===== src/design/pax_pkg.sv =====
// shared types, codes and key tables of the pax header record parser
package pax_pkg;

    localparam logic [1:0] EV_TEXT   = 2'd0;
    localparam logic [1:0] EV_RECORD = 2'd1;
    localparam logic [1:0] EV_FINISH = 2'd2;

    localparam logic [2:0] KEY_PATH     = 3'd0;
    localparam logic [2:0] KEY_LINKPATH = 3'd1;
    localparam logic [2:0] KEY_UID      = 3'd2;
    localparam logic [2:0] KEY_GID      = 3'd3;
    localparam logic [2:0] KEY_SIZE     = 3'd4;
    localparam logic [2:0] KEY_MTIME    = 3'd5;
    localparam logic [2:0] KEY_CHARSET  = 3'd6;

    localparam logic [3:0] ERR_NONE       = 4'd0;
    localparam logic [3:0] ERR_BAD_LENGTH = 4'd1;
    localparam logic [3:0] ERR_NO_NEWLINE = 4'd2;
    localparam logic [3:0] ERR_BAD_KEY    = 4'd3;
    localparam logic [3:0] ERR_UNKNOWN    = 4'd4;
    localparam logic [3:0] ERR_BAD_NUMBER = 4'd5;
    localparam logic [3:0] ERR_BAD_STRING = 4'd6;
    localparam logic [3:0] ERR_BAD_CHARSET = 4'd7;
    localparam logic [3:0] ERR_TRUNCATED  = 4'd8;

    localparam int QUEUE_DEPTH = 2;

    localparam logic [7:0] CH_SPACE   = 8'h20;
    localparam logic [7:0] CH_NEWLINE = 8'h0a;
    localparam logic [7:0] CH_EQUALS  = 8'h3d;
    localparam logic [7:0] CH_DOT     = 8'h2e;

    typedef enum logic [3:0] {
        PH_LEN   = 4'b0001,
        PH_KEY   = 4'b0010,
        PH_VAL   = 4'b0100,
        PH_FAULT = 4'b1000
    } phase_t;

    // one classified input byte
    typedef struct packed {
        logic [7:0] data_byte;
        logic       last_byte;
        logic       is_digit;
        logic       is_space;
        logic       is_newline;
        logic       is_equals;
        logic       is_dot;
        logic       is_zero;
    } cls_t;

    function automatic logic [3:0] key_len(input logic [2:0] k);
        logic [3:0] r;
        case (k)
            KEY_PATH:     r = 4'd4;
            KEY_LINKPATH: r = 4'd8;
            KEY_UID:      r = 4'd3;
            KEY_GID:      r = 4'd3;
            KEY_SIZE:     r = 4'd4;
            KEY_MTIME:    r = 4'd5;
            KEY_CHARSET:  r = 4'd10;
            default:      r = 4'd0;
        endcase
        return r;
    endfunction

    function automatic logic [7:0] key_char(input logic [2:0] k, input logic [3:0] p);
        logic [8*10-1:0] s;
        logic [7:0]      r;
        case (k)
            KEY_PATH:     s = {"path", 48'h0};
            KEY_LINKPATH: s = {"linkpath", 16'h0};
            KEY_UID:      s = {"uid", 56'h0};
            KEY_GID:      s = {"gid", 56'h0};
            KEY_SIZE:     s = {"size", 48'h0};
            KEY_MTIME:    s = {"mtime", 40'h0};
            KEY_CHARSET:  s = "hdrcharset";
            default:      s = '0;
        endcase
        if (p < 4'd10)
            r = s[8*(9 - int'(p)) +: 8];
        else
            r = 8'h00;
        return r;
    endfunction

    function automatic logic [7:0] cs_char(input logic c, input logic [2:0] p);
        logic [8*6-1:0] s;
        logic [7:0]     r;
        s = c ? {"UTF-8", 8'h0} : "BINARY";
        if (p < 3'd6)
            r = s[8*(5 - int'(p)) +: 8];
        else
            r = 8'h00;
        return r;
    endfunction

    function automatic logic [2:0] key_index(input logic [6:0] cand);
        logic [2:0] r;
        r = 3'd0;
        for (int i = 6; i >= 0; i--)
        begin
            if (cand[i])
                r = 3'(i);
        end
        return r;
    endfunction

endpackage


===== src/design/pax_in_if.sv =====
// input byte channel of the pax header parser
interface pax_in_if;
    logic       valid;
    logic       ready;
    logic [7:0] data_byte;
    logic       last_byte;

    modport source (output valid, data_byte, last_byte, input ready);
    modport sink (input valid, data_byte, last_byte, output ready);
endinterface


===== src/design/pax_out_if.sv =====
// result event channel of the pax header parser
interface pax_out_if;
    logic        valid;
    logic        ready;
    logic [1:0]  event_kind;
    logic [2:0]  key_code;
    logic [7:0]  text_byte;
    logic [63:0] record_number;
    logic [3:0]  error_code;
    logic        header_ok;

    modport source (output valid, event_kind, key_code, text_byte, record_number,
                    error_code, header_ok, input ready);
    modport sink (input valid, event_kind, key_code, text_byte, record_number,
                  error_code, header_ok, output ready);
endinterface


===== src/design/pax_front.sv =====
// front end: takes input bytes and classifies them for the parser
module pax_front
(
    pax_in_if.sink          hdr,
    output pax_pkg::cls_t   item,
    output logic            item_valid,
    input  logic            item_ready
);

    always_comb
    begin
        item.data_byte  = hdr.data_byte;
        item.last_byte  = hdr.last_byte;
        item.is_digit   = (hdr.data_byte >= 8'h30) && (hdr.data_byte <= 8'h39);
        item.is_space   = hdr.data_byte == pax_pkg::CH_SPACE;
        item.is_newline = hdr.data_byte == pax_pkg::CH_NEWLINE;
        item.is_equals  = hdr.data_byte == pax_pkg::CH_EQUALS;
        item.is_dot     = hdr.data_byte == pax_pkg::CH_DOT;
        item.is_zero    = hdr.data_byte == 8'h00;
    end

    assign item_valid = hdr.valid;
    assign hdr.ready  = item_ready;

endmodule


===== src/design/pax_queue.sv =====
// short queue of classified bytes between front and back
module pax_queue
(
    input  logic          clk,
    input  logic          rst_n,
    input  pax_pkg::cls_t push_item,
    input  logic          push_valid,
    output logic          push_ready,
    output pax_pkg::cls_t pop_item,
    output logic          pop_valid,
    input  logic          pop_ready
);

    pax_pkg::cls_t slot_reg [pax_pkg::QUEUE_DEPTH];
    logic       wr_ptr_reg, wr_ptr_next;
    logic       rd_ptr_reg, rd_ptr_next;
    logic [1:0] count_reg, count_next;
    logic       push, pop;

    assign push_ready = count_reg != 2'(pax_pkg::QUEUE_DEPTH);
    assign pop_valid  = count_reg != 2'd0;
    assign pop_item   = slot_reg[rd_ptr_reg];
    assign push       = push_valid && push_ready;
    assign pop        = pop_valid && pop_ready;

    always_comb
    begin
        wr_ptr_next = push ? ~wr_ptr_reg : wr_ptr_reg;
        rd_ptr_next = pop ? ~rd_ptr_reg : rd_ptr_reg;
        count_next  = count_reg + {1'b0, push} - {1'b0, pop};
    end

    always_ff @(posedge clk or negedge rst_n)
    begin
        if (!rst_n)
        begin
            wr_ptr_reg <= 1'b0;
            rd_ptr_reg <= 1'b0;
            count_reg  <= 2'd0;
        end
        else
        begin
            wr_ptr_reg <= wr_ptr_next;
            rd_ptr_reg <= rd_ptr_next;
            count_reg  <= count_next;
        end
    end

    always_ff @(posedge clk)
    begin
        if (push)
            slot_reg[wr_ptr_reg] <= push_item;
    end

endmodule


===== src/design/pax_back.sv =====
// back end: record parser state machine and output event register
module pax_back
#(
    parameter int LENGTH_BITS = 20
)
(
    input  logic          clk,
    input  logic          rst_n,
    input  pax_pkg::cls_t item,
    input  logic          item_valid,
    output logic          item_ready,
    pax_out_if.source     evt
);

    localparam int LB = LENGTH_BITS;
    localparam logic [LB-1:0] LMAX = {LB{1'b1}};

    pax_pkg::phase_t phase_reg, phase_next;
    logic [LB-1:0] len_reg, len_next;
    logic [LB-1:0] pos_reg, pos_next;
    logic          dig_reg, dig_next;
    logic [3:0]    kpos_reg, kpos_next;
    logic [6:0]    cand_reg, cand_next;
    logic [63:0]   acc_reg, acc_next;
    logic [LB-1:0] vlen_reg, vlen_next;
    logic          frac_reg, frac_next;
    logic [1:0]    cs_reg, cs_next;
    logic [3:0]    lerr_reg, lerr_next;

    logic          ov_reg, ov_next;
    logic [1:0]    kind_reg, kind_next;
    logic [2:0]    key_reg, key_next;
    logic [7:0]    text_reg, text_next;
    logic [63:0]   num_reg, num_next;
    logic [3:0]    oerr_reg, oerr_next;
    logic          ok_reg, ok_next;

    logic          take;
    logic [3:0]    err;
    logic          done, text_ev;
    logic [2:0]    dkey, kidx;
    logic [63:0]   dnum;
    logic [3:0]    dval;
    logic [LB+3:0] len_x10;
    logic [67:0]   acc_x10;
    logic          rec_end;
    logic [6:0]    match;
    logic [LB-1:0] vlen_inc;

    assign item_ready = !ov_reg || evt.ready;
    assign take       = item_valid && item_ready;
    assign dval       = item.data_byte[3:0];
    assign kidx       = pax_pkg::key_index(cand_reg);
    assign len_x10    = ({4'b0, len_reg} << 3) + ({4'b0, len_reg} << 1) + (LB+4)'(dval);
    assign acc_x10    = ({4'b0, acc_reg} << 3) + ({4'b0, acc_reg} << 1) + 68'(dval);
    assign rec_end    = ({1'b0, pos_reg} + (LB+1)'(1)) == {1'b0, len_reg};
    assign vlen_inc   = (vlen_reg != LMAX) ? vlen_reg + LB'(1) : vlen_reg;

    always_comb
    begin
        for (int i = 0; i < 7; i++)
        begin
            match[i] = cand_reg[i] && (pax_pkg::key_len(3'(i)) == kpos_reg);
        end
    end

    always_comb
    begin
        phase_next = phase_reg;
        len_next   = len_reg;
        pos_next   = pos_reg;
        dig_next   = dig_reg;
        kpos_next  = kpos_reg;
        cand_next  = cand_reg;
        acc_next   = acc_reg;
        vlen_next  = vlen_reg;
        frac_next  = frac_reg;
        cs_next    = cs_reg;
        lerr_next  = lerr_reg;
        err        = pax_pkg::ERR_NONE;
        done       = 1'b0;
        text_ev    = 1'b0;
        dkey       = 3'd0;
        dnum       = 64'd0;

        case (phase_reg)
            pax_pkg::PH_LEN:
            begin
                if (item.is_digit)
                begin
                    dig_next = 1'b1;
                    len_next = len_x10[LB-1:0];
                    if (len_x10[LB+3:LB] != 4'd0)
                        err = pax_pkg::ERR_BAD_LENGTH;
                end
                else if (item.is_space)
                begin
                    if (!dig_reg || ({2'b0, len_reg} < ({2'b0, pos_reg} + (LB+2)'(3))))
                        err = pax_pkg::ERR_BAD_LENGTH;
                    else
                        phase_next = pax_pkg::PH_KEY;
                end
                else
                begin
                    err = pax_pkg::ERR_BAD_LENGTH;
                end
                if (pos_reg != LMAX)
                    pos_next = pos_reg + LB'(1);
            end
            pax_pkg::PH_KEY, pax_pkg::PH_VAL:
            begin
                if (rec_end)
                begin
                    if (!item.is_newline)
                        err = pax_pkg::ERR_NO_NEWLINE;
                    else if (phase_reg == pax_pkg::PH_KEY)
                        err = pax_pkg::ERR_BAD_KEY;
                    else if (kidx <= pax_pkg::KEY_LINKPATH)
                    begin
                        if (vlen_reg == '0)
                            err = pax_pkg::ERR_BAD_STRING;
                    end
                    else if (kidx <= pax_pkg::KEY_MTIME)
                    begin
                        if (vlen_reg == '0)
                            err = pax_pkg::ERR_BAD_NUMBER;
                        else if (kidx == pax_pkg::KEY_MTIME && acc_reg[63])
                            err = pax_pkg::ERR_BAD_NUMBER;
                        else
                            dnum = acc_reg;
                    end
                    else
                    begin
                        if (!((cs_reg[0] && vlen_reg == LB'(6)) ||
                              (cs_reg[1] && vlen_reg == LB'(5))))
                            err = pax_pkg::ERR_BAD_CHARSET;
                    end
                    if (phase_reg == pax_pkg::PH_VAL && item.is_newline &&
                        err == pax_pkg::ERR_NONE)
                    begin
                        done       = 1'b1;
                        dkey       = kidx;
                        phase_next = pax_pkg::PH_LEN;
                        len_next   = '0;
                        pos_next   = '0;
                        dig_next   = 1'b0;
                        kpos_next  = 4'd0;
                        cand_next  = 7'h7f;
                        acc_next   = 64'd0;
                        vlen_next  = '0;
                        frac_next  = 1'b0;
                        cs_next    = 2'b11;
                    end
                    else
                    begin
                        dnum = 64'd0;
                    end
                end
                else if (phase_reg == pax_pkg::PH_KEY)
                begin
                    if (item.is_equals)
                    begin
                        if (kpos_reg == 4'd0)
                            err = pax_pkg::ERR_BAD_KEY;
                        else if (match == 7'd0)
                            err = pax_pkg::ERR_UNKNOWN;
                        else
                        begin
                            cand_next  = match;
                            phase_next = pax_pkg::PH_VAL;
                        end
                    end
                    else
                    begin
                        for (int i = 0; i < 7; i++)
                        begin
                            if (kpos_reg >= pax_pkg::key_len(3'(i)) ||
                                pax_pkg::key_char(3'(i), kpos_reg) != item.data_byte)
                                cand_next[i] = 1'b0;
                        end
                        if (kpos_reg != 4'd15)
                            kpos_next = kpos_reg + 4'd1;
                    end
                    pos_next = pos_reg + LB'(1);
                end
                else
                begin
                    if (kidx <= pax_pkg::KEY_LINKPATH)
                    begin
                        if (item.is_zero)
                            err = pax_pkg::ERR_BAD_STRING;
                        else
                            text_ev = 1'b1;
                        vlen_next = vlen_inc;
                    end
                    else if (kidx <= pax_pkg::KEY_MTIME)
                    begin
                        if (kidx == pax_pkg::KEY_MTIME && frac_reg)
                        begin
                            // fractional seconds are dropped
                        end
                        else if (kidx == pax_pkg::KEY_MTIME && item.is_dot)
                            frac_next = 1'b1;
                        else if (!item.is_digit || acc_x10[67:64] != 4'd0)
                            err = pax_pkg::ERR_BAD_NUMBER;
                        else
                        begin
                            acc_next  = acc_x10[63:0];
                            vlen_next = vlen_inc;
                        end
                    end
                    else
                    begin
                        for (int c = 0; c < 2; c++)
                        begin
                            if (vlen_reg >= (c == 0 ? LB'(6) : LB'(5)) ||
                                pax_pkg::cs_char(1'(c), vlen_reg[2:0]) != item.data_byte)
                                cs_next[c] = 1'b0;
                        end
                        vlen_next = vlen_inc;
                    end
                    dkey     = kidx;
                    pos_next = pos_reg + LB'(1);
                end
            end
            pax_pkg::PH_FAULT:
            begin
            end
            default:
            begin
            end
        endcase

        if (err != pax_pkg::ERR_NONE && lerr_reg == pax_pkg::ERR_NONE)
        begin
            lerr_next  = err;
            phase_next = pax_pkg::PH_FAULT;
        end

        ov_next   = ov_reg && !evt.ready;
        kind_next = kind_reg;
        key_next  = key_reg;
        text_next = text_reg;
        num_next  = num_reg;
        oerr_next = oerr_reg;
        ok_next   = ok_reg;

        if (take)
        begin
            kind_next = pax_pkg::EV_TEXT;
            key_next  = 3'd0;
            text_next = 8'd0;
            num_next  = 64'd0;
            oerr_next = pax_pkg::ERR_NONE;
            ok_next   = 1'b0;
            if (item.last_byte)
            begin
                ov_next   = 1'b1;
                kind_next = pax_pkg::EV_FINISH;
                if (lerr_next != pax_pkg::ERR_NONE)
                    oerr_next = lerr_next;
                else if (done)
                begin
                    key_next = dkey;
                    num_next = dnum;
                    ok_next  = 1'b1;
                end
                else
                    oerr_next = pax_pkg::ERR_TRUNCATED;
                // start over for the next header
                phase_next = pax_pkg::PH_LEN;
                len_next   = '0;
                pos_next   = '0;
                dig_next   = 1'b0;
                kpos_next  = 4'd0;
                cand_next  = 7'h7f;
                acc_next   = 64'd0;
                vlen_next  = '0;
                frac_next  = 1'b0;
                cs_next    = 2'b11;
                lerr_next  = pax_pkg::ERR_NONE;
            end
            else if (lerr_next == pax_pkg::ERR_NONE && done)
            begin
                ov_next   = 1'b1;
                kind_next = pax_pkg::EV_RECORD;
                key_next  = dkey;
                num_next  = dnum;
            end
            else if (lerr_next == pax_pkg::ERR_NONE && text_ev)
            begin
                ov_next   = 1'b1;
                key_next  = dkey;
                text_next = item.data_byte;
            end
        end
    end

    always_ff @(posedge clk or negedge rst_n)
    begin
        if (!rst_n)
        begin
            phase_reg <= pax_pkg::PH_LEN;
            len_reg   <= '0;
            pos_reg   <= '0;
            dig_reg   <= 1'b0;
            kpos_reg  <= 4'd0;
            cand_reg  <= 7'h7f;
            acc_reg   <= 64'd0;
            vlen_reg  <= '0;
            frac_reg  <= 1'b0;
            cs_reg    <= 2'b11;
            lerr_reg  <= pax_pkg::ERR_NONE;
            ov_reg    <= 1'b0;
        end
        else
        begin
            ov_reg <= ov_next;
            if (take)
            begin
                phase_reg <= phase_next;
                len_reg   <= len_next;
                pos_reg   <= pos_next;
                dig_reg   <= dig_next;
                kpos_reg  <= kpos_next;
                cand_reg  <= cand_next;
                acc_reg   <= acc_next;
                vlen_reg  <= vlen_next;
                frac_reg  <= frac_next;
                cs_reg    <= cs_next;
                lerr_reg  <= lerr_next;
            end
        end
    end

    always_ff @(posedge clk)
    begin
        kind_reg <= kind_next;
        key_reg  <= key_next;
        text_reg <= text_next;
        num_reg  <= num_next;
        oerr_reg <= oerr_next;
        ok_reg   <= ok_next;
    end

    assign evt.valid         = ov_reg;
    assign evt.event_kind    = kind_reg;
    assign evt.key_code      = key_reg;
    assign evt.text_byte     = text_reg;
    assign evt.record_number = num_reg;
    assign evt.error_code    = oerr_reg;
    assign evt.header_ok     = ok_reg;

endmodule


===== src/design/pax_header_record_parser.sv =====
// top level of the pax extended header record parser
// usage:
//   hdr carries the header data one byte per transfer, last_byte set on the
//   final byte. evt carries events: a path/linkpath value byte, a finished
//   record (with its number for uid, gid, size, mtime), or header finished.
//   header finished always follows the last byte; error_code there names the
//   first fault and header_ok is 1 only if every record parsed clean.
//   after a fault no events appear until the header finished event.
// timing:
//   one byte per cycle sustained while evt keeps up; a byte enters a
//   two-entry queue behind the classifier, and from the queue the back end
//   writes its event into the output register.
//   the parser back end handles one queued byte per cycle while evt keeps
//   up, limited by the record state update and the 64-bit times-ten accumulate.
// stalls and reset:
//   when evt is not taken the back end holds; the queue keeps taking bytes
//   until both entries are full, then hdr.ready drops.
//   reset empties the queue and returns the parser to the start of a header.
module pax_header_record_parser
#(
    parameter int LENGTH_BITS = 20
)
(
    input  logic      clk,
    input  logic      rst_n,
    pax_in_if.sink    hdr,
    pax_out_if.source evt
);

    pax_pkg::cls_t fr_item, bk_item;
    logic          fr_valid, fr_ready;
    logic          bk_valid, bk_ready;

    pax_front u_front
    (
        .hdr        (hdr),
        .item       (fr_item),
        .item_valid (fr_valid),
        .item_ready (fr_ready)
    );

    pax_queue u_queue
    (
        .clk        (clk),
        .rst_n      (rst_n),
        .push_item  (fr_item),
        .push_valid (fr_valid),
        .push_ready (fr_ready),
        .pop_item   (bk_item),
        .pop_valid  (bk_valid),
        .pop_ready  (bk_ready)
    );

    pax_back #(.LENGTH_BITS(LENGTH_BITS)) u_back
    (
        .clk        (clk),
        .rst_n      (rst_n),
        .item       (bk_item),
        .item_valid (bk_valid),
        .item_ready (bk_ready),
        .evt        (evt)
    );

endmodule


===== src/flat_wrapper.sv =====
// flat-port wrapper written by rule: the top's interface ports become plain ports
module pax_header_record_parser_flat 
#(
    parameter int LENGTH_BITS = 20
)
  (clk, rst_n, hdr_valid, hdr_data_byte, hdr_last_byte, hdr_ready, evt_valid, evt_event_kind, evt_key_code, evt_text_byte, evt_record_number, evt_error_code, evt_header_ok, evt_ready);
  pax_in_if hdr_i ();
  pax_out_if evt_i ();
  input  logic clk;
  input  logic rst_n;
  input wire logic [$bits(hdr_i.valid)-1:0] hdr_valid;
  input wire logic [$bits(hdr_i.data_byte)-1:0] hdr_data_byte;
  input wire logic [$bits(hdr_i.last_byte)-1:0] hdr_last_byte;
  output wire logic [$bits(hdr_i.ready)-1:0] hdr_ready;
  output wire logic [$bits(evt_i.valid)-1:0] evt_valid;
  output wire logic [$bits(evt_i.event_kind)-1:0] evt_event_kind;
  output wire logic [$bits(evt_i.key_code)-1:0] evt_key_code;
  output wire logic [$bits(evt_i.text_byte)-1:0] evt_text_byte;
  output wire logic [$bits(evt_i.record_number)-1:0] evt_record_number;
  output wire logic [$bits(evt_i.error_code)-1:0] evt_error_code;
  output wire logic [$bits(evt_i.header_ok)-1:0] evt_header_ok;
  input wire logic [$bits(evt_i.ready)-1:0] evt_ready;
  assign hdr_i.valid = hdr_valid;
  assign hdr_i.data_byte = hdr_data_byte;
  assign hdr_i.last_byte = hdr_last_byte;
  assign hdr_ready = hdr_i.ready;
  assign evt_valid = evt_i.valid;
  assign evt_event_kind = evt_i.event_kind;
  assign evt_key_code = evt_i.key_code;
  assign evt_text_byte = evt_i.text_byte;
  assign evt_record_number = evt_i.record_number;
  assign evt_error_code = evt_i.error_code;
  assign evt_header_ok = evt_i.header_ok;
  assign evt_i.ready = evt_ready;
  pax_header_record_parser #(.LENGTH_BITS(LENGTH_BITS)) u_core (.clk(clk), .rst_n(rst_n), .hdr(hdr_i), .evt(evt_i));
endmodule

===== config.mk =====
export PLATFORM = sky130hd
export DESIGN_NAME = pax_header_record_parser_flat
export DESIGN_NICKNAME = d
export VERILOG_FILES = /design/src/design/pax_pkg.sv /design/src/design/pax_in_if.sv /design/src/design/pax_out_if.sv /design/src/design/pax_front.sv /design/src/design/pax_queue.sv /design/src/design/pax_back.sv /design/src/design/pax_header_record_parser.sv /design/src/flat_wrapper.sv
export SDC_FILE = /design/constraint.sdc
export NUM_CORES = 1
export LEC_CHECK = 0
export BUFFER_PORTS_ARGS = -buffer_cell sky130_fd_sc_hd__buf_2
export CORE_MARGIN = 5
export CORE_UTILIZATION = 66
export CTS_CLUSTER_DIAMETER = 80
export DETAILED_ROUTE_END_ITERATION = 10
export GPL_TIMING_DRIVEN = 0
export PLACE_DENSITY = 0.85
export RECOVER_POWER = 25
export SYNTH_ARGS = -nofsm -noshare
export SYNTH_HDL_FRONTEND = slang
export SYNTH_SLANG_ARGS = --single-unit

===== constraint.sdc =====
create_clock -name clk -period 10.5 [get_ports clk]
set_input_delay 0 -clock clk [delete_from_list [all_inputs] [get_ports clk]]
set_output_delay 0 -clock clk [all_outputs]
set_load 0.02 [all_outputs]

==> reports/results.tsv <==
metric	value	unit
status	finished, violations left	
violations	max-capacitance violations, max-slew violations	
reg2regPathDepth	20	
grt_overflow	0	
combinationalPowerShare	51.3	%
peakVddDrop	0.000225	V
cap_violations	2	
grt_pass1_vias	17500	
wl_per_cell	20.3	µm
startpoint_type	flop	
cts_buffer_depth	3	
yosys.area.top_type	dfrtp_1	
layout-drive-gt1-share	11.0	%
cts.sinks	264	
dr_total_vias	18200	
syn2layout_area_growth	10.3	%
fin_nets	2564	
synth_most_common_cell	ha_1	
hold_viol_final	0	
core_area	30400	µm²
crit_arrival	8.41	ns
placed_cells	2694	
die_x	185	µm
relSlewSlack	-192	%
final_util	73.4	%
synth_top_area_share	17.6	%
cts_resized	0	
rrSetupSlack	2.54	ns
clockRootBuffer	clkbuf_16	
critical_path_class	reg2reg	
drtAntennaViolNets	0	
fin_skew	0.0241	ns
cts_setup_buffers	0	
async_flop_share	57.6	%
avgSynthCellArea	9.20	µm²
slew_viol_final	155	
grt_max_degree	82	
cp_max_fo	10	
finalWirelength	56.0	mm
grt_pass1_wl	89.9	mm
n_antenna_cell	0	
fin_total_pwr	5360	µW
stdcell_area	22300	µm²
internal_power	2890	µW
ys_types	92	
pwr-share-clk	19.5	%
vias_per_cell	6.58	
synth_edf_count	112	
rows	64	
yosysWarnings	0	
crit_path_end_kind	flop	
tightestPinTransition	4.38	ns
p_switching	2460	µW
route.detailed.drc	0	
h-tree-depth	1	
rsz0062_at_grt	false	
antenna_found_initial	0	
port_buffers	96	
fin_crit_sh	75.8	%
setup_viol	0	
min_path_cells	2	
tns	0	ns
fmax	0.126	GHz
hold_class	in2reg	
finalNonFillerCells	2761	
drt_iter0_drc	1723	
powerDensity	240	nW/µm²
die_h	185	µm
syn_inst	2200	
synth_seq_area_share	35.5	%
period_minus_slack	7.96	ns
cts_tree	yes	
cts_inserted_buffers	29	
ys_seq_elements	264	
p_sw_share	46.0	%
leakagePower	0.00993	µW
crit_required	10.95	ns
ys.flop_type	dfrtp_1	
ys_top_cells_by_count	205 x ha_1, 195 x o21ai_0, 180 x nand2_1, 155 x a21oi_1, 142 x dfrtp_1	
grt_usage	31.8	%
gp_congestion	0.955	
dr.pass1.iters	8	
synth_fp_nets	2422	
die-area	34300	µm²
syn_area	20200	µm²
dp_hpwl	40.9	mm
initial_core_util	66.5	%
clk_latency	0.57	ns
ys_top_cells_by_area	dfrtp_1 18%, edfxtp_1 17%, ha_1 13%	
p_seq_share	29.2	%
io_pins	97	
dpl_cell_area	21300	µm²
path_clk_slew	0.06	ns
-- through the flow --
step | hold WS, ns | worst slack, ns
after detailed placement | 0.00775 | 2.80
after global routing | 0.231 | 1.75
final | 0.227 | 2.54
after floorplan | -0.296 | 4.70
after global placement | 0.193 | 2.85
after CTS | 0.0207 | 2.74
-- timing repair --
item	4_1_cts	5_1_grt
hold buffers	12	0
setup endpoints to repair	0	0
hold endpoints to repair	180	0
-- power by group through the flow --
stage	Clock, µW	Sequential, µW	Combinational (µW)
final	1040	1570	2750
after floorplan	0	1730	1730
after CTS	1050	1560	2700
after detailed placement	0	1580	2670
after global placement	0	1590	2570
after global routing	1090	1590	2970
-- cell usage in the layout, fill, tap and decap left out, drive strengths merged, types with 27 or more instances in the layout --
master / instances
dfrtp: 142
and3: 28
and2: 76
nand3: 63
xor2: 60
o31ai: 83
ha: 205
nor4: 27
a21oi: 157
nor2: 140
clkbuf: 128
nand2: 181
inv: 49
o21ai: 202
a21o: 41
edfxtp: 112
xnor2: 100
buf: 135
nand4: 43
nor3: 42
-- worst max-delay path, cell delays in order, from the launching register on --
cell      delay, ns
dfrtp_1        0.36
clkbuf_1       0.53
clkbuf_1       0.66
mux2i_1        0.84
clkinv_1       0.68
ha_1           0.49
ha_1           0.24
fa_1           0.44
a211oi_1       0.24
o21a_1         0.22
a211oi_1       0.13
o211a_1        0.32
o21ai_0        0.28
nand2_1        0.19
a311oi_1       0.49
a211oi_4       0.16
a21oi_2        0.43
clkbuf_1       0.43
clkbuf_1       0.41
o21ai_0        0.18
o41ai_1        0.09
-- per-layer routing --
| metal | GRT usage [%] | wire (µm) | up-vias |
|---|---|---|---|
| li1 | - | - | 8461 |
| met1 | 45.0 | 24000 | 8673 |
| met2 | 51.7 | 26000 | 895 |
| met3 | 4.14 | 4460 | 145 |
| met4 | 9.40 | 1520 | 0 |
| met5 | 0 | 0 | - |
-- cell families (layout without fill, tap and decap cells) --
logic type	count (synthesis)	count (layout)	share of synthesized area, %
compound gates	650	650	21.3
xor+xnor	160	160	6.92
fa+ha+maj	209	209	13.1
buf+inv	179	344	3.92
flops	264	264	35.5
mux	26	26	1.33
simple gates	712	712	18.0
-- area by class of cell --
cell class / instances / area (µm²)
Multi-Input combinational cell: 1757 / 12300
Fill cell: 2234 / 8100
Sequential cell: 264 / 7180
Clock buffer: 35 / 768
Timing Repair Buffer: 111 / 619
Buffer: 129 / 609
Tap cell: 396 / 495
Clock inverter: 19 / 193
Inverter: 50 / 188
-- worst paths after layout --
kind	startpoint	to
worst max register to register	u_core.u_queue.rd_ptr_reg	u_core.u_back.acc_reg[61]
min in group asynchronous	rst_n	u_core.u_back.acc_reg[22]
worst min-delay path	hdr_data_byte[6]	u_core.u_queue.slot_reg[0][13]
worst max-delay path	u_core.u_queue.rd_ptr_reg	u_core.u_back.acc_reg[61]
worst min register to register	u_core.u_back.cs_reg[0]	u_core.u_back.cs_reg[0]
max in group asynchronous	rst_n	u_core.u_back.vlen_reg[9]
No activity file was read; power rests on OpenSTA's default activity.
